`src/design/hpt_pkg.sv`:
```
`timescale 1ns / 1ps
`default_nettype none
package hpt_pkg;

  localparam int WORD_W   = 32;
  localparam int QUO_BITS = 32;
  // Width of an exact dot product sum: three full 64-bit products plus the
  // shifted translation term and the rounding half.
  localparam int SUM_W    = 66;

  localparam logic OP_LOAD  = 1'b0;
  localparam logic OP_XFORM = 1'b1;

  typedef struct packed {
    logic full;
    logic empty;
  } q_status_t;

endpackage
`default_nettype wire

```
`src/design/hpt_queue.sv`:
```
`timescale 1ns / 1ps
`default_nettype none
module hpt_queue #(
  parameter int W     = 8,
  parameter int DEPTH = 4
) (
  input  wire logic                 clk,
  input  wire logic                 rst_n,
  input  wire logic                 push,
  input  wire logic [W-1:0]         din,
  input  wire logic                 pop,
  output logic [W-1:0]              dout,
  output hpt_pkg::q_status_t        status
);
  import hpt_pkg::*;

  localparam int AW = (DEPTH > 1) ? $clog2(DEPTH) : 1;

  logic [W-1:0]  mem_r [DEPTH];
  logic [AW-1:0] wr_ptr_r, wr_ptr_nxt, rd_ptr_r, rd_ptr_nxt;
  logic [AW:0]   count_r, count_nxt;
  logic          do_push, do_pop;

  assign do_push = push && (count_r != (AW+1)'(DEPTH));
  assign do_pop  = pop && (count_r != '0);

  always_comb begin
    wr_ptr_nxt = wr_ptr_r;
    rd_ptr_nxt = rd_ptr_r;
    count_nxt  = count_r;
    if (do_push) begin
      wr_ptr_nxt = (wr_ptr_r == AW'(DEPTH - 1)) ? '0 : wr_ptr_r + 1'b1;
    end
    if (do_pop) begin
      rd_ptr_nxt = (rd_ptr_r == AW'(DEPTH - 1)) ? '0 : rd_ptr_r + 1'b1;
    end
    if (do_push && !do_pop) begin
      count_nxt = count_r + 1'b1;
    end else if (do_pop && !do_push) begin
      count_nxt = count_r - 1'b1;
    end
  end

  always_ff @(posedge clk) begin
    if (!rst_n) begin
      wr_ptr_r <= '0;
      rd_ptr_r <= '0;
      count_r  <= '0;
    end else begin
      wr_ptr_r <= wr_ptr_nxt;
      rd_ptr_r <= rd_ptr_nxt;
      count_r  <= count_nxt;
    end
  end

  always_ff @(posedge clk) begin
    if (do_push) begin
      mem_r[wr_ptr_r] <= din;
    end
  end

  assign dout         = mem_r[rd_ptr_r];
  assign status.full  = (count_r == (AW+1)'(DEPTH));
  assign status.empty = (count_r == '0);

endmodule
`default_nettype wire

```
`config.mk`:
```
export PLATFORM = sky130hd
export DESIGN_NAME = hpt_queue
export DESIGN_NICKNAME = d
export VERILOG_FILES = /design/src/design/hpt_pkg.sv /design/src/design/hpt_queue.sv
export SDC_FILE = /design/constraint.sdc
export NUM_CORES = 1
export LEC_CHECK = 0
export ABC_AREA = 1
export BUFFER_PORTS_ARGS = -buffer_cell sky130_fd_sc_hd__buf_2
export CAP_MARGIN = 0
export CORE_MARGIN = 8
export CORE_UTILIZATION = 50
export CTS_CLUSTER_DIAMETER = 100
export DETAILED_ROUTE_END_ITERATION = 8
export PLACE_DENSITY = 0.73
export SLEW_MARGIN = 20
export SYNTH_ARGS = -nofsm -noshare
export SYNTH_HDL_FRONTEND = slang
export SYNTH_SLANG_ARGS = --single-unit
```
`constraint.sdc`:
```
create_clock -name clk -period 1.8 [get_ports clk]
set_clock_uncertainty 0.2 [all_clocks]
set_input_delay 0.27 -clock clk [delete_from_list [all_inputs] [get_ports clk]]
set_output_delay 0.27 -clock clk [all_outputs]
set_load 0.02 [all_outputs]
```
==> impl_metrics.env <==
export IMPL_grt_max_degree=17
export IMPL_end_kind="register"
export IMPL_grt_usage=0.131
export IMPL_p_leak_nw=0.926
export IMPL_setup_slack_ns=0.00812
export IMPL_final_area_um2=2270
export IMPL_setup_worst_path_start="count_r[0]"
export IMPL_grt_pass1_vias=1186
export IMPL_synth_cell_types=18
export IMPL_crit_type="register to register"
export IMPL_finalHoldViolCount=0
export IMPL_antenna_found_initial=0
export IMPL_timing_final_crit_share=0.995
export IMPL_vias_per_cell=4.95
export IMPL_area_growth_pct=34.1
export IMPL_power_density_nw_per_um2=1480
export IMPL_rr_endpoint="count_r[1]"
export IMPL_antennaDiodeCount=0
export IMPL_cts_tree="yes"
export IMPL_postRouteAntennaNets=0
export IMPL_ys_seq_elements=41
export IMPL_coreArea_um2=3280
export IMPL_start_kind="register"
export IMPL_drc=0
export IMPL_num_rows=21
export IMPL_synth_fp_nets=167
export IMPL_hold_path_class="primary input to register"
export IMPL_firstDrtPassIters=4
export IMPL_ff2ff_setup_slack_ns=0.008
export IMPL_status="completed"
export IMPL_setup_viol=0
export IMPL_cts_made_buffers=5
export IMPL_finalSetupTns_ns=0
export IMPL_cp_arrival_ns=1.84
export IMPL_post_dp_hpwl_mm=2.18
export IMPL_drt_iter0_drc=59
export IMPL_die_h_um=74.2
export IMPL_grt_overflow=0
export IMPL_clock_fmax_mhz=558
export IMPL_cts_root_buffer="clkbuf_4"
export IMPL_cts_num_sinks=41
export IMPL_vias=1217
export IMPL_syn_instance_count=148
export IMPL_die_area_um2=5500
export IMPL_postRouteWirelength_mm=3.33
export IMPL_drv_slew=0
export IMPL_nets=218
export IMPL_ys_seq_area_frac=0.674
export IMPL_initial_core_util=0.515
export IMPL_crit_required_ns=1.84
export IMPL_wire_per_inst_um=13.6
export IMPL_clock_path_buffers=2
export IMPL_cts_htree_levels=2
export IMPL_rsz0062_at_grt="yes"
export IMPL_gp_congestion=0.747
export IMPL_maxCapViolations=0
export IMPL_synth_cell_area_um2=1690
export IMPL_placed_cell_area_um2=1930
export IMPL_grt_pass1_wl_mm=5.26
export IMPL_yosys_warnings=0
export IMPL_io_pins=22
export IMPL_ir_drop_uv=1140
export IMPL_clk_latency_ns=0.34
export IMPL_cts_clk_slew_worst_paths_ns=0.11
export IMPL_worst_slew_pin_slew_ns=0.222
export IMPL_reg2reg_from="count_r[0]"
export IMPL_die_width_um=74.2
export IMPL_p_total_mw=3.36
export IMPL_avgSynthCellArea_um2=11.4
export IMPL_drive_above_1_share=0.365
export IMPL_fin_util=0.691
export IMPL_port_buffers=21
export IMPL_path_max_fanout=2
export IMPL_relSlewSlack=0.850
export IMPL_dpl_worst_slack_ns=-0.0575
export IMPL_mostFrequentLayoutCells="nor2_1, edfxtp_1, buf_4"
export IMPL_period_minus_slack_ns=1.79
export IMPL_r2r_cells=9
export IMPL_endpoint="count_r[1]"
==> Yosys cell counts <==
| cell | count | share of area |
|---|---|---|
| nor2_1 | 33 | 0.073 |
| edfxtp_1 | 32 | 0.57 |
| inv_1 | 18 | 0.040 |
| nand2_1 | 14 | 0.031 |
| o21ai_0 | 14 | 0.041 |
| dfxtp_1 | 9 | 0.11 |
| o22ai_1 | 8 | 0.030 |
| ha_1 | 6 | 0.044 |
| o21ai_2 | 3 | 0.016 |
| a21oi_1 | 2 | 0.0059 |
| buf_6 | 2 | 0.013 |
| fa_1 | 1 | 0.012 |
| inv_2 | 1 | 0.0022 |
| nand2_2 | 1 | 0.0037 |
| nand3_1 | 1 | 0.0030 |
| nand3b_1 | 1 | 0.0044 |
| nand4_1 | 1 | 0.0037 |
| o21ai_1 | 1 | 0.0030 |
==> state kept, by name (all words and copies together) (netlist names), named ones only <==
| signal | flops |
|---|---|
| count_r | 3 |
| mem_r | 32 |
| rd_ptr_r | 2 |
| wr_ptr_r | 2 |
==> routing by layer <==
metal / vias to the layer above / GRT usage / wire length, um
met2: 40 / 0.225 / 1740
met5: - / 0 / 0
met1: 556 / 0.134 / 1300
li1: 614 / - / -
met3: 7 / 0.0499 / 218
met4: 0 / 0.0687 / 67
==> logic make-up after synthesis <==
kind of cell | share of synthesized area
simple gates | 0.119
flops | 0.674
compound gates | 0.0953
buf+inv | 0.0554
fa+ha+maj | 0.0562
==> critical path, cell delays in order, from the launching register on <==
cell     delay (ns)
dfxtp_2        0.35
nor2_4         0.12
nand2_2        0.08
nand2_4        0.09
inv_4          0.04
ha_4           0.16
inv_4          0.05
fa_2           0.43
o21ai_2        0.13
nor2_1         0.05
==> per-stage QoR <==
step                instances  hold WS [ns]
detailed placement        224         0.287
finish                    246        0.0413
global placement          224         0.279
floorplan                 148         0.169
global route              246        0.0678
CTS                       242        0.0298
==> worst min path at each step <==
stage / from / end / slack, ns / depth (start not counted)
4_1_cts: push / wr_ptr_r[1] / 0.03 / 3
5_1_grt: push / wr_ptr_r[1] / 0.07 / 3
6_report: push / wr_ptr_r[1] / 0.04 / 3
3_5_place_dp: din[0] / mem_r[3][0] / 0.29 / 1
2_1_floorplan: din[0] / mem_r[0][0] / 0.17 / 0
3_3_place_gp: din[3] / mem_r[3][3] / 0.28 / 1
==> area by class of cell <==
type	count	area, um2
flip-flops and latches	41	1150
fillers	244	1010
multi-input cells	86	546
repair buffers	46	358
inverters	19	83.8
well taps	46	57.6
clock buffers	6	41.3
clock inverters	2	33.8
==> power by group <==
part           internal (mW)  switching [mW]  leakage, nW  total (mW)
combinational          0.674           0.832        0.517        1.51
clock                  0.289           0.271       0.0399       0.561
sequential              1.19           0.105        0.370        1.30
==> what timing repair did <==
item,in CTS,in global routing
buffers inserted,1,4
pin swaps,6,12
resized for setup,19,34
endpoints found under the setup margin,10,10
hold buffers,9,0
hold endpoints to repair,35,0
Power figures use the tool's default switching activity.
